## src/rtl/core/assert_macros.svh

```systemverilog
// ----------------------------------------------------------------------------
// Assertion macros
// Shared concurrent assertion helpers, clocked on clk and disabled in reset.
// ----------------------------------------------------------------------------
`ifndef ASSERT_MACROS_SVH
`define ASSERT_MACROS_SVH

// A property that must hold at every rising edge of clk outside reset.
`define GSAF_ASSERT(label, prop, msg) \
	label: assert property (@(posedge clk) disable iff (!arst_n) prop) \
		else $error(msg);

// A condition that must never be seen at a rising edge of clk outside reset.
`define GSAF_NEVER(label, cond, msg) \
	`GSAF_ASSERT(label, !(cond), msg)

`endif

```

## src/rtl/core/gsaf_pkg.sv

```systemverilog
// ----------------------------------------------------------------------------
// gsaf_pkg
// Types, codes and constants shared by the gas sensor adaptive filter.
// ----------------------------------------------------------------------------
package gsaf_pkg;

	localparam int unsigned DEF_SAMPLES_PER_BLOCK = 8;
	localparam int unsigned DEF_ZERO_HISTORY      = 8;

	// Divide by 100 as a multiply by the rounded-up reciprocal 2^37/100 and a
	// shift by 37, exact for every 32-bit dividend.
	localparam int unsigned DIV_W     = 32;
	localparam logic [31:0] DIV_MAGIC = 32'h51EB851F;
	localparam int unsigned DIV_SHIFT = 37;

	localparam logic [7:0]  QUIET_LIMIT = 8'd10;
	localparam logic [7:0]  RUN_LIMIT   = 8'd5;
	localparam logic [7:0]  READY_LIMIT = 8'd10;
	localparam logic [15:0] CO2_BASE    = 16'd400;

	localparam int unsigned CFG_W   = 16;
	localparam int unsigned CFG_IDX_W = 3;

	typedef enum logic [CFG_IDX_W-1:0] {
		REG_FILTER_WEIGHT    = 3'd0,
		REG_GAIN_PERCENT     = 3'd1,
		REG_PREHEAT_LENGTH   = 3'd2,
		REG_ZERO_RESET_COUNT = 3'd3,
		REG_INITIAL_ZERO     = 3'd4
	} reg_idx_t;

	typedef enum logic [1:0] {
		MODE_LOADING  = 2'd0,
		MODE_PREHEAT  = 2'd1,
		MODE_NORMAL   = 2'd2
	} mode_t;

	typedef enum logic [3:0] {
		S_IDLE,
		S_PREP,
		S_MUL1,
		S_DIV1,
		S_MUL2,
		S_DIV2,
		S_CO2,
		S_GRADE,
		S_SYNC_WR,
		S_SYNC_SCAN,
		S_DONE
	} state_t;

	typedef struct packed {
		logic        action;
		logic [15:0] sample;
	} item_t;

	typedef struct packed {
		logic [15:0] raw_reading;
		logic [15:0] co2_value;
		logic [6:0]  air_level;
		logic [1:0]  mode;
		logic [15:0] zero_level;
		logic        is_sync;
	} result_t;

	// Commands from the controller to the datapath.
	typedef struct packed {
		logic take;
		logic prep;
		logic div_go;
		logic second;
		logic co2;
		logic grade;
		logic sync_wr;
		logic scan;
		logic load_out;
	} cmd_t;

	// Status from the datapath to the controller.
	typedef struct packed {
		logic block_end;
		logic div_done;
		logic scan_last;
		logic out_free;
	} stat_t;

	// Air quality level from a co2 value. The divisions by 30, 40 and 160 are
	// reciprocal multiplies that are exact over their limited input ranges.
	function automatic logic [6:0] level_of(input logic [15:0] v);
		logic [15:0] d;
		logic [31:0] p;
		logic [6:0]  r;
		d = '0;
		p = '0;
		if (v < 16'd400) begin
			r = 7'd100;
		end else if (v < 16'd1000) begin
			d = v - 16'd400;
			p = 32'(d) * 32'd2185;
			r = 7'd100 - 7'(p >> 16);
		end else if (v < 16'd1800) begin
			d = v - 16'd1000;
			p = 32'(d) * 32'd1639;
			r = 7'd80 - 7'(p >> 16);
		end else if (v < 16'd5000) begin
			d = v - 16'd1800;
			p = 32'(d) * 32'd19662;
			r = 7'd60 - 7'(p >> 20);
		end else begin
			r = 7'd0;
		end
		return r;
	endfunction

endpackage

```

## src/rtl/core/gsaf_div.sv

```systemverilog
// ----------------------------------------------------------------------------
// gsaf_div
// Divide by the constant 100: the dividend is registered, then multiplied by
// the reciprocal and shifted in the following cycle.
// ----------------------------------------------------------------------------
module gsaf_div (
	input  logic                        clk,
	input  logic                        arst_n,
	input  logic                        start,
	input  logic [gsaf_pkg::DIV_W-1:0]  dividend,
	output logic [gsaf_pkg::DIV_W-1:0]  quotient,
	output logic                        done
);
	import gsaf_pkg::*;

	logic [DIV_W-1:0]   d_q;
	logic [DIV_W-1:0]   q_q;
	logic               busy_q;
	logic               done_q;
	logic [2*DIV_W-1:0] prod;

	always_comb begin
		prod = (2*DIV_W)'(d_q) * (2*DIV_W)'(DIV_MAGIC);
	end

	// The quotient holds until the next division finishes.
	always_ff @(posedge clk or negedge arst_n) begin
		if (!arst_n) begin
			d_q    <= '0;
			q_q    <= '0;
			busy_q <= 1'b0;
			done_q <= 1'b0;
		end else if (start) begin
			d_q    <= dividend;
			busy_q <= 1'b1;
			done_q <= 1'b0;
		end else if (busy_q) begin
			q_q    <= DIV_W'(prod >> DIV_SHIFT);
			busy_q <= 1'b0;
			done_q <= 1'b1;
		end
	end

	assign quotient = q_q;
	assign done     = done_q;

endmodule

```

## src/rtl/core/gsaf_ctrl.sv

```systemverilog
// ----------------------------------------------------------------------------
// gsaf_ctrl
// Sequencer for reading processing, sync handling and result hand-off.
// ----------------------------------------------------------------------------
module gsaf_ctrl (
	input  logic            clk,
	input  logic            arst_n,
	input  logic            item_valid,
	input  logic            item_action,
	input  gsaf_pkg::stat_t stat,
	output gsaf_pkg::cmd_t  cmd,
	output logic            item_stall
);
	import gsaf_pkg::*;

	state_t state_q;
	state_t state_n;

	always_ff @(posedge clk or negedge arst_n) begin
		if (!arst_n) begin
			state_q <= S_IDLE;
		end else begin
			state_q <= state_n;
		end
	end

	always_comb begin
		state_n = state_q;
		case (state_q)
			S_IDLE: begin
				if (item_valid) begin
					if (item_action) begin
						state_n = S_SYNC_WR;
					end else if (stat.block_end) begin
						state_n = S_PREP;
					end
				end
			end
			S_PREP:      state_n = S_MUL1;
			S_MUL1:      state_n = S_DIV1;
			S_DIV1:      if (stat.div_done) state_n = S_MUL2;
			S_MUL2:      state_n = S_DIV2;
			S_DIV2:      if (stat.div_done) state_n = S_CO2;
			S_CO2:       state_n = S_GRADE;
			S_GRADE:     state_n = S_DONE;
			S_SYNC_WR:   state_n = S_SYNC_SCAN;
			S_SYNC_SCAN: if (stat.scan_last) state_n = S_DONE;
			S_DONE:      if (stat.out_free) state_n = S_IDLE;
			default:     state_n = S_IDLE;
		endcase
	end

	always_comb begin
		cmd          = '0;
		cmd.take     = (state_q == S_IDLE) && item_valid;
		cmd.prep     = (state_q == S_PREP);
		cmd.div_go   = (state_q == S_MUL1) || (state_q == S_MUL2);
		cmd.second   = (state_q == S_MUL2);
		cmd.co2      = (state_q == S_CO2);
		cmd.grade    = (state_q == S_GRADE);
		cmd.sync_wr  = (state_q == S_SYNC_WR);
		cmd.scan     = (state_q == S_SYNC_SCAN);
		cmd.load_out = (state_q == S_DONE) && stat.out_free;
		item_stall   = (state_q != S_IDLE);
	end

endmodule

```

## src/rtl/core/gsaf_dp.sv

```systemverilog
// ----------------------------------------------------------------------------
// gsaf_dp
// Datapath: block trimming, filter state, zero tracking and result register.
// ----------------------------------------------------------------------------
module gsaf_dp #(
	parameter int unsigned SAMPLES_PER_BLOCK = gsaf_pkg::DEF_SAMPLES_PER_BLOCK,
	parameter int unsigned ZERO_HISTORY      = gsaf_pkg::DEF_ZERO_HISTORY
) (
	input  logic                              clk,
	input  logic                              arst_n,
	input  logic                              cfg_we,
	input  logic [gsaf_pkg::CFG_IDX_W-1:0]    cfg_index,
	input  logic [gsaf_pkg::CFG_W-1:0]        cfg_data,
	input  gsaf_pkg::item_t                   item,
	input  gsaf_pkg::cmd_t                    cmd,
	input  logic                              result_stall,
	output gsaf_pkg::stat_t                   stat,
	output gsaf_pkg::result_t                 result,
	output logic                              result_valid
);
	import gsaf_pkg::*;

	localparam int unsigned CW = $clog2(SAMPLES_PER_BLOCK);
	localparam int unsigned HW = (ZERO_HISTORY > 1) ? $clog2(ZERO_HISTORY) : 1;

	// Configuration registers.
	logic [6:0]  fw_q;
	logic [15:0] gain_q;
	logic [7:0]  plen_q;
	logic [7:0]  zrc_q;
	logic [15:0] izero_q;

	// Block accumulation.
	logic [CW-1:0] cnt_q;
	logic [15:0]   sum_q, low_q, high_q;

	// Filter and zero state.
	logic [7:0]  pre_q, stable_q, ready_q, bz_q, rise_q, fall_q, boost_q, hidx_q;
	logic [15:0] filt_q, rlast_q, zero_q, pmin_q, m_q;
	mode_t       mode_q;
	logic [HW-1:0] wptr_q, scan_q;
	logic [15:0] hist_q [ZERO_HISTORY];

	// Per-reading work registers.
	logic [15:0] raw_q, adv_q, co2_q;
	logic [6:0]  w_q, lvl_q;
	logic        sync_q;
	result_t     out_q;
	logic        out_valid_q;

	// Divider interface.
	logic [DIV_W-1:0] dividend, quotient;
	logic             div_done;
	logic [22:0]      pa, pb;
	logic [31:0]      prod1;

	logic [15:0] sum_n, low_n, high_n, raw_n;
	logic        block_end;

	logic [7:0]  p_stable, p_ready, p_rise, p_fall, p_boost, p_bz, w_raw;
	logic [15:0] p_pmin, p_zero, p_adv;
	mode_t       p_mode;
	logic [6:0]  p_w;

	logic [15:0] hn, m_nx;
	logic        scan_last;

	gsaf_div u_div (
		.clk      (clk),
		.arst_n   (arst_n),
		.start    (cmd.div_go),
		.dividend (dividend),
		.quotient (quotient),
		.done     (div_done)
	);

	always_comb begin
		prod1    = adv_q * gain_q;
		pa       = quotient[15:0] * w_q;
		pb       = filt_q * (7'd100 - w_q);
		dividend = cmd.second ? DIV_W'({1'b0, pa} + {1'b0, pb}) : prod1;
	end

	always_comb begin
		sum_n     = sum_q + item.sample;
		low_n     = (item.sample < low_q) ? item.sample : low_q;
		high_n    = (item.sample > high_q) ? item.sample : high_q;
		raw_n     = sum_n - low_n - high_n;
		block_end = (cnt_q == CW'(SAMPLES_PER_BLOCK - 1));
	end

	// Reading bookkeeping, all taken from the state before this reading.
	always_comb begin
		p_stable = stable_q;
		p_ready  = ready_q;
		p_mode   = mode_q;
		p_pmin   = pmin_q;
		w_raw    = {1'b0, fw_q};
		if (pre_q == 8'd0) begin
			w_raw = {1'b0, fw_q} + boost_q;
			if (stable_q != 8'd0) begin
				p_stable = stable_q - 8'd1;
				if (boost_q != 8'd0) begin
					p_ready = 8'd0;
				end else begin
					p_ready = ready_q + 8'd1;
					if (p_ready >= READY_LIMIT && p_stable > 8'd10) begin
						p_stable = p_stable - 8'd10;
						p_ready  = 8'd0;
					end
				end
			end else begin
				p_mode = MODE_NORMAL;
				if (pmin_q > raw_q && raw_q >= zero_q) p_pmin = raw_q;
			end
		end else if (pre_q < QUIET_LIMIT) begin
			p_stable = plen_q;
			p_ready  = 8'd0;
		end else begin
			p_mode = MODE_PREHEAT;
		end
		p_w   = (w_raw > 8'd100) ? 7'd100 : w_raw[6:0];
		p_adv = (raw_q > zero_q) ? raw_q - zero_q : 16'd0;

		// Rise and fall runs boost the filter weight.
		p_rise  = rise_q;
		p_fall  = fall_q;
		p_boost = boost_q;
		if (rlast_q < raw_q) begin
			p_rise = rise_q + 8'd1;
			if (p_rise >= RUN_LIMIT) p_boost = {p_rise[6:0], 1'b0};
			else if (fall_q >= RUN_LIMIT) p_boost = 8'd0;
			p_fall = 8'd0;
		end else begin
			if (rlast_q > raw_q) p_fall = fall_q + 8'd1;
			if (p_fall >= RUN_LIMIT) p_boost = {p_fall[6:0], 1'b0};
			else if (rise_q >= RUN_LIMIT) p_boost = 8'd0;
			p_rise = 8'd0;
		end

		// A long run below zero moves the zero to the current reading.
		p_bz   = bz_q;
		p_zero = zero_q;
		if (raw_q < zero_q) begin
			if (bz_q > zrc_q) begin
				if (p_boost == 8'd0) begin
					p_zero = raw_q;
					p_bz   = 8'd0;
				end
			end else begin
				p_bz = bz_q + 8'd1;
			end
		end else if (bz_q != 8'd0) begin
			p_bz = bz_q - 8'd1;
		end
	end

	always_comb begin
		hn        = hist_q[scan_q];
		m_nx      = (hn != 16'd0 && hn < m_q) ? hn : m_q;
		scan_last = (scan_q == HW'(ZERO_HISTORY - 1));
	end

	always_ff @(posedge clk or negedge arst_n) begin
		if (!arst_n) begin
			fw_q     <= 7'd20;
			gain_q   <= 16'd100;
			plen_q   <= 8'd30;
			zrc_q    <= 8'd120;
			izero_q  <= 16'hFFFF;
			cnt_q    <= '0;
			sum_q    <= '0;
			low_q    <= 16'hFFFF;
			high_q   <= '0;
			pre_q    <= 8'd30;
			stable_q <= '0;
			ready_q  <= '0;
			bz_q     <= '0;
			rise_q   <= '0;
			fall_q   <= '0;
			boost_q  <= '0;
			hidx_q   <= '0;
			filt_q   <= '0;
			rlast_q  <= '0;
			zero_q   <= 16'hFFFF;
			pmin_q   <= 16'hFFFF;
			m_q      <= '0;
			mode_q   <= MODE_LOADING;
			wptr_q   <= '0;
			scan_q   <= '0;
			for (int i = 0; i < ZERO_HISTORY; i++) hist_q[i] <= '0;
			raw_q    <= '0;
			adv_q    <= '0;
			co2_q    <= '0;
			w_q      <= '0;
			lvl_q    <= '0;
			sync_q   <= 1'b0;
			out_q    <= '0;
			out_valid_q <= 1'b0;
		end else begin
			if (cfg_we) begin
				case (cfg_index)
					REG_FILTER_WEIGHT:    fw_q   <= cfg_data[6:0];
					REG_GAIN_PERCENT:     gain_q <= cfg_data;
					REG_PREHEAT_LENGTH: begin
						plen_q <= cfg_data[7:0];
						if (mode_q == MODE_LOADING) pre_q <= cfg_data[7:0];
					end
					REG_ZERO_RESET_COUNT: zrc_q  <= cfg_data[7:0];
					REG_INITIAL_ZERO: begin
						izero_q <= cfg_data;
						if (mode_q == MODE_LOADING) zero_q <= cfg_data;
					end
					default: ;
				endcase
			end

			if (cmd.take && !item.action) begin
				if (block_end) begin
					raw_q  <= raw_n;
					cnt_q  <= '0;
					sum_q  <= '0;
					low_q  <= 16'hFFFF;
					high_q <= '0;
					sync_q <= 1'b0;
					if (pre_q != 8'd0) pre_q <= pre_q - 8'd1;
				end else begin
					cnt_q  <= cnt_q + 1'b1;
					sum_q  <= sum_n;
					low_q  <= low_n;
					high_q <= high_n;
				end
			end

			if (cmd.prep) begin
				stable_q <= p_stable;
				ready_q  <= p_ready;
				mode_q   <= p_mode;
				pmin_q   <= p_pmin;
				w_q      <= p_w;
				adv_q    <= p_adv;
				rise_q   <= p_rise;
				fall_q   <= p_fall;
				boost_q  <= p_boost;
				bz_q     <= p_bz;
				zero_q   <= p_zero;
				rlast_q  <= raw_q;
			end

			if (cmd.co2) begin
				co2_q  <= CO2_BASE + quotient[15:0];
				filt_q <= quotient[15:0];
			end

			if (cmd.grade) lvl_q <= level_of(co2_q);

			if (cmd.sync_wr) begin
				hist_q[wptr_q] <= pmin_q;
				m_q    <= pmin_q;
				scan_q <= '0;
				sync_q <= 1'b1;
			end

			if (cmd.scan) begin
				m_q    <= m_nx;
				scan_q <= scan_q + 1'b1;
				if (scan_last) begin
					zero_q <= m_nx;
					pmin_q <= 16'hFFFF;
					hidx_q <= hidx_q + 8'd1;
					// The ring position follows the 8-bit sync count modulo the depth.
					if (hidx_q == 8'hFF || wptr_q == HW'(ZERO_HISTORY - 1)) begin
						wptr_q <= '0;
					end else begin
						wptr_q <= wptr_q + 1'b1;
					end
				end
			end

			if (cmd.load_out) begin
				out_q.mode       <= mode_q;
				out_q.zero_level <= zero_q;
				out_q.is_sync    <= sync_q;
				out_q.raw_reading <= sync_q ? 16'd0 : raw_q;
				out_q.co2_value  <= sync_q ? 16'd0 : co2_q;
				out_q.air_level  <= sync_q ? 7'd0 : lvl_q;
				out_valid_q      <= 1'b1;
			end else if (!result_stall) begin
				out_valid_q <= 1'b0;
			end
		end
	end

	always_comb begin
		stat.block_end = block_end;
		stat.div_done  = div_done;
		stat.scan_last = scan_last;
		stat.out_free  = !out_valid_q || !result_stall;
	end

	assign result       = out_q;
	assign result_valid = out_valid_q;

endmodule

```

## src/rtl/core/gas_sensor_adaptive_filter.sv

```systemverilog
// ----------------------------------------------------------------------------
// gas_sensor_adaptive_filter
// Gas sensor reading filter with preheat, adaptive smoothing and zero tracking.
// ----------------------------------------------------------------------------
// Usage:
// Items arrive on the item channel (item_valid/item_stall). A transaction with
// action low adds one converter sample to the current block; when a block of
// SAMPLES_PER_BLOCK samples completes, one result transaction follows on the
// result channel (result_valid/result_stall). A transaction with action high is
// a zero sync event and always yields one result marked is_sync.
// A sample that does not complete a block leaves item_stall low. A completing
// sample walks the controller through PREP, MUL1, DIV1, MUL2, DIV2, CO2, GRADE
// and DONE, with two passes through the reciprocal divide-by-100 unit, before
// its result is presented and the next item is taken. A sync event goes through
// SYNC_WR, a one-entry-per-cycle scan of all ZERO_HISTORY entries and DONE.
// item_stall is high while a reading or sync is in progress. The result sits in
// an output register; while the receiver stalls, new samples are still taken,
// and the next finished result waits in the controller until the register frees.
// Configuration writes (cfg_we, cfg_index, cfg_data) take effect at the clock
// edge and are meant for idle periods only.
// Reset clears all state, loads the register defaults, zeroes the history ring
// and starts in loading mode; the block accepts items in the first cycle.
// ----------------------------------------------------------------------------
`include "assert_macros.svh"

module gas_sensor_adaptive_filter #(
	parameter int unsigned SAMPLES_PER_BLOCK = gsaf_pkg::DEF_SAMPLES_PER_BLOCK,
	parameter int unsigned ZERO_HISTORY      = gsaf_pkg::DEF_ZERO_HISTORY
) (
	input  logic                           clk,
	input  logic                           arst_n,
	input  logic                           cfg_we,
	input  logic [gsaf_pkg::CFG_IDX_W-1:0] cfg_index,
	input  logic [gsaf_pkg::CFG_W-1:0]     cfg_data,
	input  logic                           item_valid,
	output logic                           item_stall,
	input  gsaf_pkg::item_t                item,
	output logic                           result_valid,
	input  logic                           result_stall,
	output gsaf_pkg::result_t              result
);
	import gsaf_pkg::*;

	cmd_t  cmd;
	stat_t stat;

	// The controller sequences each transaction through the datapath.
	gsaf_ctrl u_ctrl (
		.clk         (clk),
		.arst_n      (arst_n),
		.item_valid  (item_valid),
		.item_action (item.action),
		.stat        (stat),
		.cmd         (cmd),
		.item_stall  (item_stall)
	);

	// The datapath holds all filter state and the output register.
	gsaf_dp #(
		.SAMPLES_PER_BLOCK (SAMPLES_PER_BLOCK),
		.ZERO_HISTORY      (ZERO_HISTORY)
	) u_dp (
		.clk          (clk),
		.arst_n       (arst_n),
		.cfg_we       (cfg_we),
		.cfg_index    (cfg_index),
		.cfg_data     (cfg_data),
		.item         (item),
		.cmd          (cmd),
		.result_stall (result_stall),
		.stat         (stat),
		.result       (result),
		.result_valid (result_valid)
	);

	// An accepted sync transaction must go straight to the history write.
	`GSAF_ASSERT(a_sync_starts, (item_valid && !item_stall && item.action) |=> cmd.sync_wr, "sync transaction did not start history write")

	// A result is only loaded when the output register can take it.
	`GSAF_NEVER(a_no_overwrite, cmd.load_out && result_valid && result_stall, "result register overwritten while stalled")

	// The filtered value is only taken once the divider has finished.
	`GSAF_ASSERT(a_div_finished, cmd.co2 |-> stat.div_done, "co2 taken before division finished")

endmodule

```

## config.mk

```make
export PLATFORM = sky130hd
export DESIGN_NAME = gas_sensor_adaptive_filter
export DESIGN_NICKNAME = d
export VERILOG_FILES = /design/src/rtl/core/gsaf_pkg.sv /design/src/rtl/core/gsaf_div.sv /design/src/rtl/core/gsaf_ctrl.sv /design/src/rtl/core/gsaf_dp.sv /design/src/rtl/core/gas_sensor_adaptive_filter.sv
export VERILOG_INCLUDE_DIRS = /design/src /design/src/rtl/core
export SDC_FILE = /design/constraint.sdc
export NUM_CORES = 2
export LEC_CHECK = 0
export BUFFER_PORTS_ARGS = -buffer_cell sky130_fd_sc_hd__buf_2
export CELL_PAD_IN_SITES_DETAIL_PLACEMENT = 2
export CELL_PAD_IN_SITES_GLOBAL_PLACEMENT = 2
export CORE_ASPECT_RATIO = 1.75
export CORE_UTILIZATION = 43
export DETAILED_ROUTE_END_ITERATION = 6
export PLACE_DENSITY_LB_ADDON = 0.2
export RECOVER_POWER = 50
export SYNTH_ARGS = -nofsm -noshare
export SYNTH_HDL_FRONTEND = slang
export SYNTH_SLANG_ARGS = --single-unit
export TNS_END_PERCENT = 10
```

## constraint.sdc

```tcl
create_clock -name clk -period 11.58 [get_ports clk]
set_input_delay 1.158 -clock clk [delete_from_list [all_inputs] [get_ports clk]]
set_output_delay 1.158 -clock clk [all_outputs]
set_load 0.02 [all_outputs]
```

# Yosys cells after proc, flatten, opt, wreduce, memory -nomap -nowiden
# Index checks and enable logic that the tools add are counted.
# totals
input_bits	41
word_cells	274
ff_bits	546
# classes
magnitude_cmp	25
addsub	26
bitwise_logic	3
muxes	92
multipliers	7
n_reduce_logical	42
eq_ne	29
# ops
op	count
2-to-1 mux 16 bit	29
2-to-1 mux 8 bit	30
bitwise mux 128 bit	1
greater-than comparator 16 bit	4
< comparator 16 bit	4
multiplier 32 x 31 -> 53 bit (second input constant)	1
binary-select mux 16 bit (select 3 bit)	1
demux 16 bit (select 3 bit)	1
subtractor 16 bit	3
case mux 4 bit (11 select lines)	1
2-to-1 mux 7 bit	6
adder 8 x 1 -> 8 bit (second input constant)	5
greater-or-equal comparator 8 x 3 -> 1 bit (second input constant)	4
multiplier 16 x 16 -> 32 bit	1
2-to-1 mux 32 bit	1
nonzero test 8 bit	4
2-to-1 mux 4 bit	7
multiplier 16 x 14 -> 26 bit (second input constant)	1
adder 23 x 23 -> 24 bit	1
subtractor 8 x 1 -> 8 bit (second input constant)	3
multiplier 16 x 11 -> 23 bit (second input constant)	1
multiplier 16 x 12 -> 23 bit (second input constant)	1
multiplier 16 x 23 -> 23 bit	1
multiplier 16 x 7 -> 23 bit	1
53 further kinds	112

# Depth between registers and ports, before layout
# logic_depth
ltp_word	13
mapped_depth	43
ltp_nobuf	42

# Modules after synthesis
# Synthesis repeated with hierarchy kept, for this count alone.
# hier_totals
cells_unflattened	7629
hier_area_um2	73032.5
# by_module_without_submodules
mod	seq_area_each_um2	area_per_inst_um2	cells_each	n_inst
gsaf_dp	12293.0	53223.5	5636	1
gsaf_div	1501.4	19374.8	1946	1
gsaf_ctrl	100.1	434.2	47	1

# Least setup slack after synthesis
# No wires, ideal clock.
# synth_path
path_kind	flip-flop to flip-flop
startpoint	register u_dp.w_q[1]
endpoint	register u_dp.u_div.d_q[23]
path_slack_ps	2196
stages_incl_launch_ff	36
arrival_ps	9248
setup_time_ps	137
n_path_buf	2
cell_sequence	dfrtp_1 -> o21ai_0 -> nand2_1 -> and3_1 -> clkbuf_1 -> clkbuf_1 -> nand2_1 -> fa_1 -> inv_1 -> fa_1 -> fa_1 -> fa_1 -> fa_1 -> inv_1 -> fa_1 -> inv_1 -> ha_1 -> and2_1 -> a31oi_1 -> o21ai_0 -> o21a_1 -> nor2_1 -> xnor2_1 -> fa_1 -> inv_1 -> fa_1 -> fa_1 -> inv_1 -> ha_1 -> or4_1 -> o41ai_1 -> o21ai_0 -> o21ai_0 -> a21boi_0 -> mux2i_1 -> a21oi_1
# synth_between
elab_chain_cells	4
word_cells_on_any_way	5
# synth_rtl
element	line	source
start: declaration	gsaf_dp.sv:46	logic [6:0] w_q, lvl_q;
start signal: assignment	gsaf_dp.sv:240	w_q <= p_w;
subtractor 7 x 7 -> 8 bit	gsaf_dp.sv:80	pb = filt_q * (7'd100 - w_q);
multiplier 16 x 23 -> 23 bit	gsaf_dp.sv:80	
adder 23 x 23 -> 24 bit *	gsaf_dp.sv:81	dividend = cmd.second ? DIV_W'({1'b0, pa} + {1'b0, pb}) : prod1;
2-to-1 mux 32 bit *	gsaf_dp.sv:81	
end signal: assignment	gsaf_div.sv:34	d_q <= dividend;
end: declaration	gsaf_div.sv:16	logic [DIV_W-1:0] d_q;
# Every way passes the cells marked *; elsewhere a longest branch is shown, timed or not.
# A chain may end at the register's enable or synchronous reset.

# Worst setup path after layout
# layout_path
startpoint	register u_dp.w_q[1]
endpoint	register u_dp.u_div.d_q[21]
# The elaborated chain is that of the path after synthesis.

==> impl_metrics.yaml <==
status:
  status: "finished, violations left"
  violations: "max-capacitance violations, max-slew violations"
sta:
  skew_ps: 71.1
  slew-limit-headroom: -1.83
  slew_viol_final: 732
  tightest_slew_ps: 4250
  finalSetupTns_ps: 0
  hold_viol_final: 0
  finalCritPeriodShare: 0.941
  setup_viol: 0
  fin_crit_ps: 10900
  fmax_mhz: 91.7
  rsz0062_at_grt: "no"
clocking:
  clk_pin_slew_ps: 70
  ctsHoldBuffers: 0
  tritoncts: "done"
  cts_made_buffers: 58
  cts_max_level: 2
  clock-root-buffer: "clkbuf_16"
  ctsLongestPathBuffers: 3
  clk-insertion-delay-late_ps: 730
  clkSinkCount: 542
synthesis:
  async_flop_share: 1.00
  syn-num-nets: 9132
  synth.distinct_cells: 104
  synthCells: 7220
  ys.flop_type: "dfrtp_1"
  synth_edf_count: 0
  synth_area_um2: 70300
  yosysSeqAreaShare: 0.194
  synth_warnings: 0
  ys_ff_latch: 542
  synth_area_per_cell_um2: 9.74
setup_path:
  path_class: "flop to flop"
  path_buf_inv: 5
  path_common_cell: "fa_1"
  slowest_stage: "fa_1"
  endpoint_kind: "flop"
  rr_startpoint: "u_dp.w_q[1]$_DFFE_PN0P_"
  critical_path_required_ps: 12190
  slowest_delay_ps: 730
  path_max_fanout: 18
  crit_arrival_ps: 11510
  cp_top_family: "adder cells"
  r2r_slack_ps: 680
  start_kind: "flop"
  rr_worst_depth: 32
  path_depth: 32
  timing.rr.end: "u_dp.u_div.d_q[21]$_DFFE_PN0N_"
floorplan:
  initial_utilization: 0.433
  die_width_um: 308
  dieArea_um2: 165000
  rows: 196
  fp.dieH_um: 537
  pin_count: 101
  fp.coreArea_um2: 163000
cells_and_area:
  nFillCells: 17358
  final_util: 0.462
  top_register: "u_dp.hist_q"
  nets: 9102
  largest_register_ffs: 128
  final_common_cell: "inv_1"
  synthToLayoutAreaGrowth_pct: 6.71
  drive_above_1_share: 0.0751
  fin_area_um2: 75000
  multi_input_area_um2: 50600
  seq_area_um2: 13600
  layout_common_cells: "inv_1, fa_1, ha_1"
drt:
  drc: 0
  drt_wl_total_um: 243000
  num_vias: 52488
  drt-pass1-iter-count: 6
  drt_iter0_drc: 1627
  ant_nets: 0
  vias_per_cell: 5.57
  wl_per_cell_um: 25.8
grt:
  grt_pass1_vias: 63444
  antenna_found_initial: 8
  grt_use_total: 0.301
  grt_overflow: 0
  grt_pass1_wl_um: 376000
  grt_max_degree: 151
run:
  drv_cap: 16
placed_design:
  gp_congestion: 0.913
  port_buffers: 100
  hpwl_um: 203000
  placed_area_um2: 73200
worst_hold_path:
  hp-start: "u_dp.result[45]$_DFFE_PN0P_"
  min_path_type: "flop to flop"
  holdPathEnd: "u_dp.result[45]$_DFFE_PN0P_"
  holdPathStages: 2
layer usage:
layer,global-route usage,routed length [um],vias up
met3,0.0271,5310,559
met4,0.185,17400,8
met1,0.303,84200,27780
li1,-,-,23312
met5,0,57,-
met2,0.586,136000,829
per-stage QoR:
step	worst slack, ps	hold slack, ps	instances
2_1_floorplan	2200	439	7220
3_3_place_gp	941	454	9308
3_5_place_dp	489	466	9308
4_1_cts	487	417	9418
5_1_grt	60.4	510	9419
6_report	679	477	9423
repair_timing:
action,CTS,global route
buffers inserted,0,0
resized for setup,0,1
setup endpoints to repair,0,2
final cells by class:
class | instances | share of cell area
inverter | 1349 | 0.0675
antenna | 5 | 0.000167
tap | 2178 | 0.0363
clock inverter | 27 | 0.00450
sequential | 542 | 0.182
clock buffer | 83 | 0.0226
multi-input combinational | 5064 | 0.675
timing repair buffer | 175 | 0.0123
synth_stat cells, drive strengths merged, types with 18 or more instances:
library cell | number | area [um^2]
inv | 1349 | 5060
fa | 966 | 19300
ha | 905 | 11300
nand2 | 750 | 2820
dfrtp | 477 | 11900
o21ai | 350 | 1760
a21oi | 252 | 1260
clkbuf | 231 | 867
and2 | 224 | 1410
nor2 | 217 | 815
mux2 | 200 | 2250
xnor2 | 165 | 1450
xor2 | 98 | 858
nand3 | 74 | 380
nor3 | 66 | 335
dfstp | 65 | 1710
a21o | 59 | 443
nand2b | 47 | 294
a211oi | 44 | 335
o22ai | 43 | 275
nand4 | 42 | 269
o31ai | 42 | 320
and3 | 38 | 243
o21a | 37 | 278
nor2b | 36 | 225
buf | 34 | 184
a31oi | 33 | 221
mux4 | 32 | 721
mux2i | 31 | 310
o22a | 22 | 193
nor4 | 21 | 153
or3 | 21 | 131
nor4b | 20 | 181
o21bai | 20 | 150
o211ai | 18 | 135
worst max path at each step:
stage / from / end
2_1_floorplan: u_dp.w_q[1]$_DFFE_PN0P_ / u_dp.u_div.d_q[23]$_DFFE_PN0N_
3_3_place_gp: u_dp.w_q[2]$_DFFE_PN0P_ / u_dp.u_div.d_q[23]$_DFFE_PN0N_
3_5_place_dp: u_dp.w_q[2]$_DFFE_PN0P_ / u_dp.u_div.d_q[21]$_DFFE_PN0N_
4_1_cts: u_dp.w_q[2]$_DFFE_PN0P_ / u_dp.u_div.d_q[21]$_DFFE_PN0N_
5_1_grt: u_dp.w_q[1]$_DFFE_PN0P_ / u_dp.u_div.d_q[21]$_DFFE_PN0N_
6_report: u_dp.w_q[1]$_DFFE_PN0P_ / u_dp.u_div.d_q[21]$_DFFE_PN0N_
logic make-up (layout without fill, tap and decap cells):
group | Yosys count | after routing | synth area share
xor+xnor | 265 | 265 | 0.0334
fa+ha+maj | 1873 | 1873 | 0.436
simple gates | 1606 | 1606 | 0.108
other cells | 0 | 5 | 0
flops | 542 | 542 | 0.194
compound gates | 1057 | 1057 | 0.0943
mux | 263 | 263 | 0.0467
buf+inv | 1614 | 1634 | 0.0869
worst reg2reg max path: cells and delay by family (launching register included):
family / cells / cell delay [ps]
AOI/OAI and AO/OA: 9 / 2470
DFF: 1 / 690
adders and majority gates: 11 / 5290
buffers and inverters: 5 / 340
xor gates and xnor gates: 1 / 130
and+or+nand+nor: 6 / 1920
Power is not shown: default switching activity piles up to over one toggle a cycle in this logic, so the estimate is an artifact.
